`config.mk`:
```
export PLATFORM = sky130hd
export DESIGN_NAME = lsed_cfg_regs
export DESIGN_NICKNAME = d
export VERILOG_FILES = /design/src/rtl/core/load_switch_event_detector_macros.svh /design/src/rtl/core/lsed_pkg.sv /design/src/rtl/core/lsed_cfg_regs.sv
export SDC_FILE = /design/constraint.sdc
export NUM_CORES = 1
export LEC_CHECK = 0
export BUFFER_PORTS_ARGS = -buffer_cell sky130_fd_sc_hd__buf_2
export CORE_AREA = 2 2 60 85
export CTS_CLUSTER_SIZE = 12
export DETAILED_ROUTE_END_ITERATION = 10
export DIE_AREA = 0 0 62 87
export PLACE_DENSITY = 0.66
export SLEW_MARGIN = 0
export SYNTH_ARGS = -nofsm -noshare
export SYNTH_HDL_FRONTEND = slang
export SYNTH_SLANG_ARGS = --single-unit
```
`constraint.sdc`:
```
create_clock -name clk -period 1.1 [get_ports clk]
set_input_delay 0.165 -clock clk [delete_from_list [all_inputs] [get_ports clk]]
set_output_delay 0.165 -clock clk [all_outputs]
set_load 0.005 [all_outputs]
```
`src/rtl/core/load_switch_event_detector_macros.svh`:
```
// Assertion helpers shared by the detector RTL.
// Each macro samples on clk and is disabled while arst_n is low.
`ifndef LOAD_SWITCH_EVENT_DETECTOR_MACROS_SVH
`define LOAD_SWITCH_EVENT_DETECTOR_MACROS_SVH

// Same-cycle implication.
`define LSED_ASSERT_IMP(lbl, ante, cons) \
	lbl: assert property (@(posedge clk) disable iff (!arst_n) (ante) |-> (cons)) \
		else $error("load switch event detector: check failed");

// Next-cycle implication.
`define LSED_ASSERT_NXT(lbl, ante, cons) \
	lbl: assert property (@(posedge clk) disable iff (!arst_n) (ante) |=> (cons)) \
		else $error("load switch event detector: check failed");

`endif

```
`src/rtl/core/lsed_pkg.sv`:
```
`default_nettype none
package lsed_pkg;

	localparam int TIME_W     = 32;
	localparam int POWER_W    = 20;
	localparam int THR_W      = 20;
	localparam int DELAY_W    = 24;
	localparam int KIND_W     = 3;
	localparam int CFG_IDX_W  = 2;
	localparam int CFG_DATA_W = 24;
	localparam int DIFF_W     = POWER_W + 2;

	localparam logic [THR_W-1:0]   THR_RESET   = 20'd100;
	localparam logic [DELAY_W-1:0] DELAY_RESET = 24'd0;

	// Register indexes on the configuration channel.
	localparam logic [CFG_IDX_W-1:0] REG_CHANGE_THRESHOLD = 2'd0;
	localparam logic [CFG_IDX_W-1:0] REG_SETTLE_DELAY     = 2'd1;

	typedef enum logic [KIND_W-1:0] {
		EV_ON1 = 3'd0,
		EV_ON2 = 3'd1,
		EV_ON3 = 3'd2,
		EV_ON4 = 3'd3,
		EV_OFF = 3'd4
	} event_kind_t;

	typedef enum logic [2:0] {
		PH_IDLE      = 3'd0,
		PH_UP        = 3'd1,
		PH_UP_HOLD   = 3'd2,
		PH_DOWN      = 3'd3,
		PH_DOWN_HOLD = 3'd4,
		PH_DIP       = 3'd5,
		PH_DIP_LOW   = 3'd6,
		PH_AFTER     = 3'd7
	} phase_t;

	typedef enum logic [1:0] {
		CHG_RISE,
		CHG_FALL,
		CHG_STEADY,
		CHG_EDGE
	} chg_t;

	typedef struct packed {
		logic        fire;
		event_kind_t kind;
		phase_t      phase;
	} lsed_status_t;

endpackage
`default_nettype wire

```
`src/rtl/core/lsed_cfg_regs.sv`:
```
`default_nettype none
module lsed_cfg_regs import lsed_pkg::*; (
	input  wire logic                  clk,
	input  wire logic                  arst_n,
	input  wire logic                  wr_en,
	input  wire logic [CFG_IDX_W-1:0]  wr_index,
	input  wire logic [CFG_DATA_W-1:0] wr_data,
	output logic      [THR_W-1:0]      change_threshold,
	output logic      [DELAY_W-1:0]    settle_delay
);

	logic [THR_W-1:0]   threshold_q;
	logic [DELAY_W-1:0] delay_q;

	// Unknown indexes are dropped.
	always_ff @(posedge clk or negedge arst_n) begin
		if (!arst_n) begin
			threshold_q <= THR_RESET;
			delay_q     <= DELAY_RESET;
		end else if (wr_en) begin
			case (wr_index)
				REG_CHANGE_THRESHOLD: threshold_q <= wr_data[THR_W-1:0];
				REG_SETTLE_DELAY:     delay_q     <= wr_data[DELAY_W-1:0];
				default: ;
			endcase
		end
	end

	assign change_threshold = threshold_q;
	assign settle_delay     = delay_q;

endmodule
`default_nettype wire

```
* Word level (Yosys, flattened, before mapping)
Index checks and enable logic that the tools add are counted.
Cells by class: reductions and logical operators 3, equality and inequality tests 1
Operators with widths (count):
- $reduce_and A2 Y1 | 2
- $eq A2 B1 Y1 const B | 1
- $logic_not A2 Y1 | 1
Word-level totals: input port bits 29, output and inout port bits 44, flip-flop bits (word level) 44

* Depth between registers and ports, before layout
depth after elaboration 2, gate-level depth with buffers 3

* Worst setup path before layout
Ideal clock, no wire load.
path type input to register, start input wr_index[0], end register threshold_q[0], in the netlist change_threshold[0], slack 0.086 ns, cell stages on the path 3, arrival time 0.889 ns, data required time 0.975 ns, path buffers 1, setup time 0.125 ns, path through nor3b_2 buf_6 mux2_4
On the way: longest elaborated chain between the ends 2
Ends and longest elaborated chain:
- start: declaration | RTL line lsed_cfg_regs.sv:6 | input wire logic [CFG_IDX_W-1:0] wr_index,
- $logic_not A2 Y1 | RTL line lsed_cfg_regs.sv:21 | case (wr_index)
- $reduce_and A2 Y1 (no line)
- end signal: assignment | RTL line lsed_cfg_regs.sv:22 | REG_CHANGE_THRESHOLD: threshold_q <= wr_data[THR_W-1:0];
- end: declaration | RTL line lsed_cfg_regs.sv:12 | logic [THR_W-1:0] threshold_q;
Every way passes these cells. A chain may end at the register's enable or synchronous reset.

* Worst setup path in the final report
start register threshold_q[2], in the netlist change_threshold[2], end output change_threshold[2]
RTL lines:
- end: declaration | RTL line lsed_cfg_regs.sv:8 | output logic [THR_W-1:0] change_threshold,
No word-level cell between the ends.

==> key figures <==
Die
  • Die height: 87 um
  • Area of the core: 4690 um^2
  • Std cell rows: 30
  • Die extent in x: 62 um
  • IO Count: 73
  • Initial core utilization: 38.2%
  • Die area: 5390 um^2

Critical path
  • Worst endpoint required time: 940 ps
  • WP buf/inv: 1
  • Slowest cell on crit path: dfstp_2
  • CP max stage delay: 540 ps
  • CP startpoint kind: flip-flop
  • CP endpoint kind: output pin
  • Crit Path Class: flip-flop to output pin
  • Cell breakdown of the critical path: buf_2
  • Reg2reg setup slack: 320 ps
  • Reg2reg end: change_threshold[3]
  • Critical path's top delay family: flip-flops
  • Arr. time, crit path: 930 ps
  • Reg2reg path depth: 1
  • Worst r2r src: change_threshold[3]
  • Crit-path max FO: 2

Power
  • Leak: 1.24 nW
  • Max IR drop VDD: 0.000787 V
  • P per Cell Area: 1770 nW/um^2

Finish
  • Layout area overhead: 33.5%
  • Nets@finish: 204
  • Cell area after layout: 2390 um^2
  • Layout cells sized above 1: 75.0%
  • Commonest non-fill, non-tap cell in the layout: buf_2
  • Commonest non-fill, non-tap cells in the layout: buf_2 (71), dfrtp_1 (41), mux2_4 (30)
  • Ant diodes: 0

Global route
  • First-pass GRT wire length: 5360 um
  • Initial antenna violation count: 0
  • Gr usage total: 13.9%
  • Largest net degree at the start of global routing: 45
  • Gr ovfl total: 0
  • Vias in the first global route: 1100

Place
  • Place WS: -123 ps
  • Routability congestion estimate: 0.717
  • Dpl cell area: 2270 um^2
  • Final HPWL DP: 2610 um
  • # port buffers: 72

Logic synthesis
  • Syn Std Cell Area: 1790 um^2
  • Yosys warns: 0
  • Syn avg cell area: 19.0 um^2
  • Syn nets: 123
  • FF+latch count, synth: 44
  • Distinct cell type count after synthesis: 8
  • Seq/Total Area, Yosys: 61.7%
  • Post-Synthesis Cells: 94

Timing
  • Slew margin rel.: 84.5%
  • Final Skew: 0 ps
  • Setup WS post-layout: 9.59 ps
  • Final period utilization: 99.1%
  • Worst-Margin Slew: 233 ps
  • RSZ-0062 raised after global routing: true
  • Fin crit period: 1090 ps
  • Slew Limit Fails: 0
  • Setup TNS: 0 ps
  • Peak Freq: 0.917 GHz
  • Hold WS: 107 ps
  • Setup-failing EPs final: 0
  • Fin. Hold Viols: 0

Clocking
  • Cts bufs inserted: 5
  • H-Tree Depth: 2
  • Clock slew at reported path FFs: 80 ps
  • Worst-Skew Late Latency: 280 ps
  • Clock sinks: 44
  • CTS Root Cell: clkbuf_8
  • CTS tree: done
  • Clk buf depth: 2

Job
  • Max Cap Viol: 0

Route
  • Via count of the routed design: 1071
  • DRC marker count from the first detailed-route iteration: 53
  • # DRC: 0
  • Total Wirelength: 3570 um
  • Drt wl/cell: 14.9 um
  • Routed Antenna Nets: 0
  • Via-to-Cell Ratio: 4.46
  • Pre-Repair DR Iteration Count: 3

Outcome
  • Status: finished clean

Hold path
  • Hold Path Sink: settle_delay[21]
  • WHS Path Cells: 2
  • Hold path startpoint: wr_data[21]
  • Hold WC Path Type: input port to flip-flop
==> kinds of logic (layout without fill, tap and decap cells) <==
logic type    after synthesis  count (layout)  share of synthesized area, %
buf+inv                     4              86                          2.52
simple gates                2               2                          1.82
mux                        44              44                          34.0
flops                      44              44                          61.7
==> flip-flops by register name, indices dropped and copies added, names as in the netlist <==
| register | cells |
|---|---|
| settle_delay | 24 |
| change_threshold | 20 |
==> synth_stat cells <==
cell type	n	area (um^2)
nor3b_2	1	12.5
nand3b_4	1	20.0
buf_6	4	45.0
mux2_4	30	450
mux2_2	13	146
dfrtp_1	41	1030
mux2_1	1	11.3
dfstp_2	3	78.8
==> cell type report <==
type                            instances  area (um^2)
Fill cell                             407         2300
Sequential cell                        44         1100
Tap cell                               64         80.1
Clock inverter                          2         35.0
Timing Repair Buffer                   78          452
Clock buffer                            6         72.6
Multi-Input combinational cell         46          647
==> worst max path at each step <==
| stage | endpoint | start | cells after the start | slack [ps] |
|---|---|---|---|---|
| global placement | change_threshold[16] | wr_index[0] | 4 | -90 |
| finish | change_threshold[2] | change_threshold[2] | 1 | 10 |
| CTS | change_threshold[2] | change_threshold[2] | 1 | -6 |
| floorplan | change_threshold[0] | wr_index[0] | 3 | 90 |
| detailed placement | change_threshold[3] | wr_index[0] | 4 | -120 |
| global route | change_threshold[6] | change_threshold[6] | 1 | -30 |
==> report_power, final <==
group / switching [mW] / internal [mW] / total, mW
logic: 0.320 / 0.624 / 0.944
registers: 0.171 / 1.94 / 2.11
clock network: 0.504 / 0.674 / 1.18
total: 0.995 / 3.24 / 4.23
==> stage by stage <==
stage | utilization (%) | power, mW | cells
6_report | 51.0 | 4.23 | 240
5_1_grt | 51.0 | 4.50 | 240
4_1_cts | 50.8 | 4.30 | 240
3_5_place_dp | 48.3 | 3.09 | 231
3_3_place_gp | 48.3 | 3.05 | 231
2_1_floorplan | - | 2.59 | 94
==> what timing repair did <==
item                                    4_1_cts  5_1_grt
resized for setup                             0        1
endpoints found under the hold margin        41        0
hold buffers                                  1        0
endpoints found under the setup margin        2        3
setup buffers                                 0        0
pin swaps                                     0        0
==> per-layer routing <==
metal	GRT usage (%)	vias to the layer above	routed length, um
met5	0	-	0
met4	4.64	0	62
met3	4.90	5	235
met2	23.7	48	1860
met1	15.5	528	1410
li1	-	490	-
Power figures use the tool's default switching activity.
