## config.mk

```make
export PLATFORM = sky130hd
export DESIGN_NAME = lsed_tracker
export DESIGN_NICKNAME = d
export VERILOG_FILES = /design/src/rtl/core/load_switch_event_detector_macros.svh /design/src/rtl/core/lsed_pkg.sv /design/src/rtl/core/lsed_tracker.sv
export SDC_FILE = /design/constraint.sdc
export NUM_CORES = 1
export LEC_CHECK = 0
export CORE_UTILIZATION = 45
export CTS_CLUSTER_SIZE = 8
export DETAILED_ROUTE_END_ITERATION = 8
export DONT_BUFFER_PORTS = 1
export REMOVE_ABC_BUFFERS = 1
export SKIP_CTS_REPAIR_TIMING = 1
export SLEW_MARGIN = 20
export SYNTH_ARGS = -nofsm -noshare
export SYNTH_HDL_FRONTEND = slang
export SYNTH_SLANG_ARGS = --single-unit
```

## constraint.sdc

```tcl
create_clock -name clk -period 8.65 [get_ports clk]
set_input_delay 1.73 -clock clk [delete_from_list [all_inputs] [get_ports clk]]
set_output_delay 1.73 -clock clk [all_outputs]
set_load 0.01 [all_outputs]
```

## src/rtl/core/load_switch_event_detector_macros.svh

```systemverilog
// Assertion helpers shared by the detector RTL.
// Each macro samples on clk and is disabled while arst_n is low.
`ifndef LOAD_SWITCH_EVENT_DETECTOR_MACROS_SVH
`define LOAD_SWITCH_EVENT_DETECTOR_MACROS_SVH

// Same-cycle implication.
`define LSED_ASSERT_IMP(lbl, ante, cons) \
	lbl: assert property (@(posedge clk) disable iff (!arst_n) (ante) |-> (cons)) \
		else $error("load switch event detector: check failed");

// Next-cycle implication.
`define LSED_ASSERT_NXT(lbl, ante, cons) \
	lbl: assert property (@(posedge clk) disable iff (!arst_n) (ante) |=> (cons)) \
		else $error("load switch event detector: check failed");

`endif

```

## src/rtl/core/lsed_pkg.sv

```systemverilog
`default_nettype none
package lsed_pkg;

	localparam int TIME_W     = 32;
	localparam int POWER_W    = 20;
	localparam int THR_W      = 20;
	localparam int DELAY_W    = 24;
	localparam int KIND_W     = 3;
	localparam int CFG_IDX_W  = 2;
	localparam int CFG_DATA_W = 24;
	localparam int DIFF_W     = POWER_W + 2;

	localparam logic [THR_W-1:0]   THR_RESET   = 20'd100;
	localparam logic [DELAY_W-1:0] DELAY_RESET = 24'd0;

	// Register indexes on the configuration channel.
	localparam logic [CFG_IDX_W-1:0] REG_CHANGE_THRESHOLD = 2'd0;
	localparam logic [CFG_IDX_W-1:0] REG_SETTLE_DELAY     = 2'd1;

	typedef enum logic [KIND_W-1:0] {
		EV_ON1 = 3'd0,
		EV_ON2 = 3'd1,
		EV_ON3 = 3'd2,
		EV_ON4 = 3'd3,
		EV_OFF = 3'd4
	} event_kind_t;

	typedef enum logic [2:0] {
		PH_IDLE      = 3'd0,
		PH_UP        = 3'd1,
		PH_UP_HOLD   = 3'd2,
		PH_DOWN      = 3'd3,
		PH_DOWN_HOLD = 3'd4,
		PH_DIP       = 3'd5,
		PH_DIP_LOW   = 3'd6,
		PH_AFTER     = 3'd7
	} phase_t;

	typedef enum logic [1:0] {
		CHG_RISE,
		CHG_FALL,
		CHG_STEADY,
		CHG_EDGE
	} chg_t;

	typedef struct packed {
		logic        fire;
		event_kind_t kind;
		phase_t      phase;
	} lsed_status_t;

endpackage
`default_nettype wire

```

## src/rtl/core/lsed_tracker.sv

```systemverilog
`default_nettype none
module lsed_tracker import lsed_pkg::*; (
	input  wire logic               clk,
	input  wire logic               arst_n,
	input  wire logic               step,
	input  wire logic [TIME_W-1:0]  sample_time,
	input  wire logic [POWER_W-1:0] active_power,
	input  wire logic [THR_W-1:0]   change_threshold,
	input  wire logic [DELAY_W-1:0] settle_delay,
	output lsed_status_t            status
);

	phase_t             phase_q, phase_nxt;
	logic [POWER_W-1:0] last_power_q;
	logic [TIME_W-1:0]  settle_start_q;
	logic signed [DIFF_W-1:0] diff, thr_pos, thr_neg;
	logic [TIME_W-1:0]  elapsed;
	logic               settled;
	logic               capture;
	logic               fire;
	event_kind_t        kind;
	chg_t               chg;

	assign diff    = $signed({2'b00, active_power}) - $signed({2'b00, last_power_q});
	assign thr_pos = $signed({{(DIFF_W-THR_W){1'b0}}, change_threshold});
	assign thr_neg = -thr_pos;
	assign elapsed = sample_time - settle_start_q;
	assign settled = (sample_time >= settle_start_q) &&
		(elapsed > {{(TIME_W-DELAY_W){1'b0}}, settle_delay});

	always_comb begin
		if (diff > thr_pos)
			chg = CHG_RISE;
		else if (diff < thr_neg)
			chg = CHG_FALL;
		else if (diff > thr_neg)
			chg = CHG_STEADY;
		else
			chg = CHG_EDGE;
	end

	// Next phase.
	always_comb begin
		phase_nxt = phase_q;
		case (chg)
			CHG_RISE: begin
				if (phase_q == PH_IDLE || phase_q == PH_UP_HOLD || phase_q == PH_DIP_LOW)
					phase_nxt = PH_UP;
			end
			CHG_FALL: begin
				case (phase_q)
					PH_IDLE:      phase_nxt = PH_DOWN;
					PH_UP:        phase_nxt = PH_DIP;
					PH_DOWN:      phase_nxt = PH_DIP;
					PH_DOWN_HOLD: phase_nxt = PH_DOWN;
					PH_DIP:       phase_nxt = PH_DIP_LOW;
					PH_DIP_LOW:   phase_nxt = PH_AFTER;
					default:      phase_nxt = phase_q;
				endcase
			end
			CHG_STEADY: begin
				case (phase_q)
					PH_UP:   phase_nxt = PH_UP_HOLD;
					PH_DOWN: phase_nxt = PH_DOWN_HOLD;
					PH_IDLE: phase_nxt = PH_IDLE;
					default: phase_nxt = PH_IDLE;
				endcase
			end
			default: phase_nxt = phase_q;
		endcase
	end

	// Event and settle capture.
	always_comb begin
		fire    = 1'b0;
		kind    = EV_ON1;
		capture = 1'b0;
		case (chg)
			CHG_FALL: begin
				if (phase_q == PH_DIP)
					capture = 1'b1;
				if (phase_q == PH_DIP_LOW && settled) begin
					fire = 1'b1;
					kind = EV_ON4;
				end
			end
			CHG_STEADY: begin
				case (phase_q)
					PH_UP_HOLD:   begin fire = 1'b1; kind = EV_ON1; end
					PH_DOWN_HOLD: begin fire = 1'b1; kind = EV_OFF; end
					PH_DIP:       begin fire = 1'b1; kind = EV_ON2; end
					PH_DIP_LOW:   begin fire = 1'b1; kind = EV_ON3; end
					PH_AFTER:     begin fire = 1'b1; kind = EV_OFF; end
					default:      fire = 1'b0;
				endcase
			end
			default: fire = 1'b0;
		endcase
	end

	always_ff @(posedge clk or negedge arst_n) begin
		if (!arst_n) begin
			phase_q        <= PH_IDLE;
			last_power_q   <= '0;
			settle_start_q <= '0;
		end else if (step) begin
			phase_q      <= phase_nxt;
			last_power_q <= active_power;
			if (capture)
				settle_start_q <= sample_time;
		end
	end

	assign status.fire  = fire;
	assign status.kind  = kind;
	assign status.phase = phase_q;

endmodule
`default_nettype wire
```

Word-level counts from Yosys, hierarchy flattened
Index checks and enable logic that the tools add are counted.

operators by class
  equal/unequal tests = 11
  muxes and demuxes = 15
  order comparisons = 5
  reduce and logical (&&, ||, !) cells = 13
  add/subtract/negate cells = 3

operator list
  operator                                                          count
  32-bit >= comparator                                              1
  32-bit by 24-bit greater-than comparator with 1-bit output        1
  32-bit subtractor                                                 1
  21-bit by 22-bit greater-than comparator with 1-bit output        1
  21-bit by 22-bit less-than comparator with 1-bit output           1
  20-bit negation with 22-bit output                                1
  21-bit greater-than comparator                                    1
  20-bit by 20-bit subtractor with 21-bit output                    1
  3-bit one-hot mux with 3 select lines                             2
  3-bit == test (second input constant)                             4
  3-bit one-hot mux with 2 select lines                             2
  3-bit one-hot mux with 4 select lines                             1
  3-bit by 2-bit == test with 1-bit output (second input constant)  2
  2-bit 2-to-1 mux                                                  3
  2-bit OR reduction                                                3
  1-bit 2-to-1 mux                                                  5
  5-bit != test (second input constant)                             1
  5-bit OR reduction                                                1
  4-bit AND reduction                                               1
  3-bit by 1-bit == test with 1-bit output (second input constant)  1
  3-bit zero test                                                   1
  3-bit 2-to-1 mux                                                  1
  3-bit nonzero test                                                1
  2-bit by 1-bit == test with 1-bit output (second input constant)  1
  7 further kinds                                                   9

word-level totals
  output and inout bits = 7
  logic and storage cells = 50
  input bits = 99
  bits in registers = 55

Depth between registers and ports, before layout
  word-level depth = 8
  depth in mapped cells = 31
  depth with buffers taken out = 30

Least setup slack after synthesis
OpenSTA, ideal clock, no wires.

  path kind = in2out
  start point = input active_power[0]
  end point = output status[6] in the netlist's numbering
  buffers on the path = 2
  data required time = 6.920 ns
  data arrival time = 6.320 ns
  stages on the path = 30
  setup slack = 0.600 ns
  path through = inv_1 > ha_1 > inv_1 > fa_1 > a21o_1 > a21oi_1 > nand2b_1 > a21oi_1 > a41o_1 > or2_2 > a21oi_1 > xnor2_1 > ha_1 > a21o_1 > a21o_1 > a21oi_1 > o21ai_0 > a31oi_1 > maj3_1 > o21ai_0 > nand3b_1 > o21a_1 > ha_1 > clkbuf_1 > o211ai_1 > a2111oi_0 > o31a_1 > o41ai_2 > nand2_1 > buf_4

on the way
  longest elaborated chain between the ends = 7
  elaborated cells on any way between the ends = 10
  those cells by class = add/sub (1); order compare (3); eq/ne (2); mux (4)

RTL lines
  item                                                                              line                text
  start: declaration                                                                lsed_tracker.sv:7   input wire logic [POWER_W-1:0] active_power,
  20-bit by 20-bit subtractor with 21-bit output (*)                                lsed_tracker.sv:24  assign diff = $signed({2'b00, active_power}) - $signed({2'b00, last_power_q});
  21-bit by 22-bit greater-than comparator with 1-bit output                        lsed_tracker.sv:36  else if (diff > thr_neg)
  1-bit 2-to-1 mux                                                                  lsed_tracker.sv:36
  2-bit 2-to-1 mux                                                                  lsed_tracker.sv:34  else if (diff < thr_neg)
  2-bit 2-to-1 mux (*)                                                              lsed_tracker.sv:32  if (diff > thr_pos)
  2-bit == test / 2-bit by 1-bit == test with 1-bit output (equally long branches)  lsed_tracker.sv:78  case (chg)
  1-bit one-hot mux with 2 select lines (*)                                         lsed_tracker.sv:78
  end: declaration                                                                  lsed_tracker.sv:10  output lsed_status_t status

Mark *: on every way between the ends. The rest lies on a longest branch, timed or not.

==> results.cfg <==
[placement]
io_buffers = 0
dp_slack_ps = 169
dp_cells = 1028
gp_congestion = 0.929
placed_area_mm2 = 0.00706
hpwl_mm = 13.4

[sta]
final_max_slew_viol_count = 0
setup_slack_ps = 369
finalHoldViolations = 0
setup_viol = 0
whs_ps = 498
fin_skew_ps = 5.25
timing.slew.headroom_pct = 66.6
tightest_slew_ps = 496
min_period_over_period_pct = 95.7
clock.fmax_mhz = 121
min_period_ps = 8280
tns_ps = 0

[critical_path]
crit_path_end_kind = output port
timing.rr.start = last_power_q[2]
crit_type = input port to output port
arrival_ps = 6550
reg2reg_depth = 23
cp-endpoint = status[3]
r2r_slack_ps = 3310
worstSetupStartpoint = active_power[0]
start_kind = input port
reg2reg_to = settle_start_q[25]
path_max_fanout = 4
cp_data_required_time_ps = 6920

[detailed_routing]
ant_nets = 0
via_per_inst = 5.67
wl_per_cell_um = 15.5
drt_iter0_drc = 313
top_layer = met4
wl_mm = 16.1
dr.pass1.iters = 4
via_count = 5884
wl_met3_um = 500
wl_met1_mm = 7.22
route.met2.wl_mm = 8.00
drc = 0

[cells_and_area]
stdcell_count = 1037
area_delta_synth_final_pct = 4.88
most-common-layout-cells = ha_1, inv_1, a21oi_1
layout_commonest_cell = ha_1
layout.nets = 1073
antenna_cells = 0
finalInstanceArea_mm2 = 0.00723
final_layout_size_suffix_gt1_share_pct = 6.92
final_util_pct = 49.0

[synth]
netlist_instances = 863
ys.warnings.count = 0
async_flop_share_pct = 100
synth_top_flop_cell = dfrtp_1
synth-edff-count = 0
synth.distinct_cells = 62
yosys_register_bits = 55
netlist_area_mm2 = 0.00689
ys_seq_area_share_pct = 20.0
avgSynthCellArea_um2 = 7.99

[power_and_ir_drop]
power_leakage_nw = 3.43
net-switching-power_mw = 0.840
internal_power_mw = 0.992
pwr-share-comb_pct = 67.9
clockPowerShare_pct = 11.3
ir_drop_mv = 0.101
switching_share_pct = 45.9
pwr-share-seq_pct = 20.8
p_total_mw = 1.83
power_density_mw_per_mm2 = 253

[clock_network]
cts_max_path_buffers = 2
cts_root_buffer = clkbuf_16
cts_num_sinks = 55
tritoncts = yes
insertion_delay_ps = 290
clkTransAtPathRegs_ps = 70
cts_buffers = 5
htree_levels = 2

[global_route]
grt_pass1_vias = 5830
gr-total-overflow = 0
grtUsageTotal_pct = 20.9
grt_max_degree = 56
grt_pass1_wl_mm = 27.1
antenna_found_initial = 0

[die]
dieWidth_um = 126
initial_utilization_pct = 46.7
fp-row-count = 44
die_h_um = 126
ios = 106
core-area_mm2 = 0.0148
die_area_mm2 = 0.0158

[run]
drv_cap = 0

[hold_path]
hold_path.class = register to register

[outcome]
outcome = completed
[sequential cells by signal (all words and copies together), names as in the netlist]
name,cells
settle_start_q,32
phase_q,3
last_power_q,20
[Yosys cell counts (3+ instances only)]
cell       number  area [µm²]
ha_1          120        1500
inv_1         115         432
a21oi_1        77         385
nand2_1        71         267
o21ai_0        65         325
dfrtp_1        55        1380
xnor2_1        41         359
nor2_1         36         135
mux2_2         33         372
a21o_1         28         210
nand3_1        26         130
nand4_1        22         138
xor2_1         19         166
clkbuf_1       18        67.6
nor3_1         17        85.1
nor2b_1        12        75.1
nand2b_1       10        62.6
o21a_1          9        67.6
nor4_1          8        50.1
a211oi_1        7        52.6
a31oi_1         6        37.5
o211ai_1        5        37.5
o21bai_1        5        37.5
and3_1          4        25.0
a2111oi_0       3        26.3
and2_1          3        18.8
mux2i_1         3        30.0
nand3b_1        3        22.5
[how the worst min path moves through the flow]
| stage | startpoint | end | depth (start not counted) |
|---|---|---|---|
| 5_1_grt | settle_start_q[22] | settle_start_q[22] | 1 |
| 3_5_place_dp | settle_start_q[0] | settle_start_q[0] | 2 |
| 2_1_floorplan | settle_start_q[0] | settle_start_q[0] | 2 |
| 6_report | settle_start_q[0] | settle_start_q[0] | 2 |
| 4_1_cts | settle_start_q[0] | settle_start_q[0] | 2 |
| 3_3_place_gp | settle_start_q[0] | settle_start_q[0] | 2 |
[power by group through the flow]
stage	clock network [mW]	logic, mW	registers, mW
2_1_floorplan	0	0.984	0.374
3_3_place_gp	0	1.19	0.383
3_5_place_dp	0	1.22	0.387
4_1_cts	0.215	1.23	0.382
5_1_grt	0.223	1.42	0.392
6_report	0.207	1.24	0.382
[critical path, stage by stage]
cell       delay [ps]
inv_1              40
ha_1              150
inv_1              50
fa_1              400
a21o_1            190
a21oi_2           160
nand2b_1          160
a21oi_1           100
a41o_1            270
or2_2             270
a21oi_1           170
xnor2_1           180
ha_1              300
a21o_1            180
a21o_1            170
a21oi_1           130
o21ai_0           100
a31oi_1           180
maj3_1            190
o21ai_0            70
nand3b_1          150
o21a_1            220
ha_4              240
a2111oi_2         280
o31a_1            220
o41ai_2           110
nand2_1           140
[layer usage]
| layer | vias to the layer above | track usage, % |
|---|---|---|
| met5 | - | 0 |
| li1 | 3012 | - |
| met2 | 106 | 38.7 |
| met4 | 0 | 6.45 |
| met1 | 2749 | 25.0 |
| met3 | 17 | 2.46 |
[cell type report]
class | instances | area [µm²]
clock buffer | 6 | 129
clock inverter | 2 | 12.5
fill | 1467 | 7520
inverter | 115 | 432
multi-input combinational | 672 | 5030
sequential | 55 | 1380
tap | 184 | 230
timing repair buffer | 3 | 22.5
[logic make-up (layout without fill, tap and decap cells)]
kind of cell	count (synthesis)	after routing	synth area share [%]
buffers and inverters	136	126	7.48
DFF	55	55	20.0
AOI/OAI and AO/OA	227	227	20.1
muxes	36	36	5.83
xor gates and xnor gates	60	60	7.62
and+or+nand+nor	225	225	16.4
adders and majority gates	124	124	22.7
Note: power is estimated with default switching activity, not from simulation.
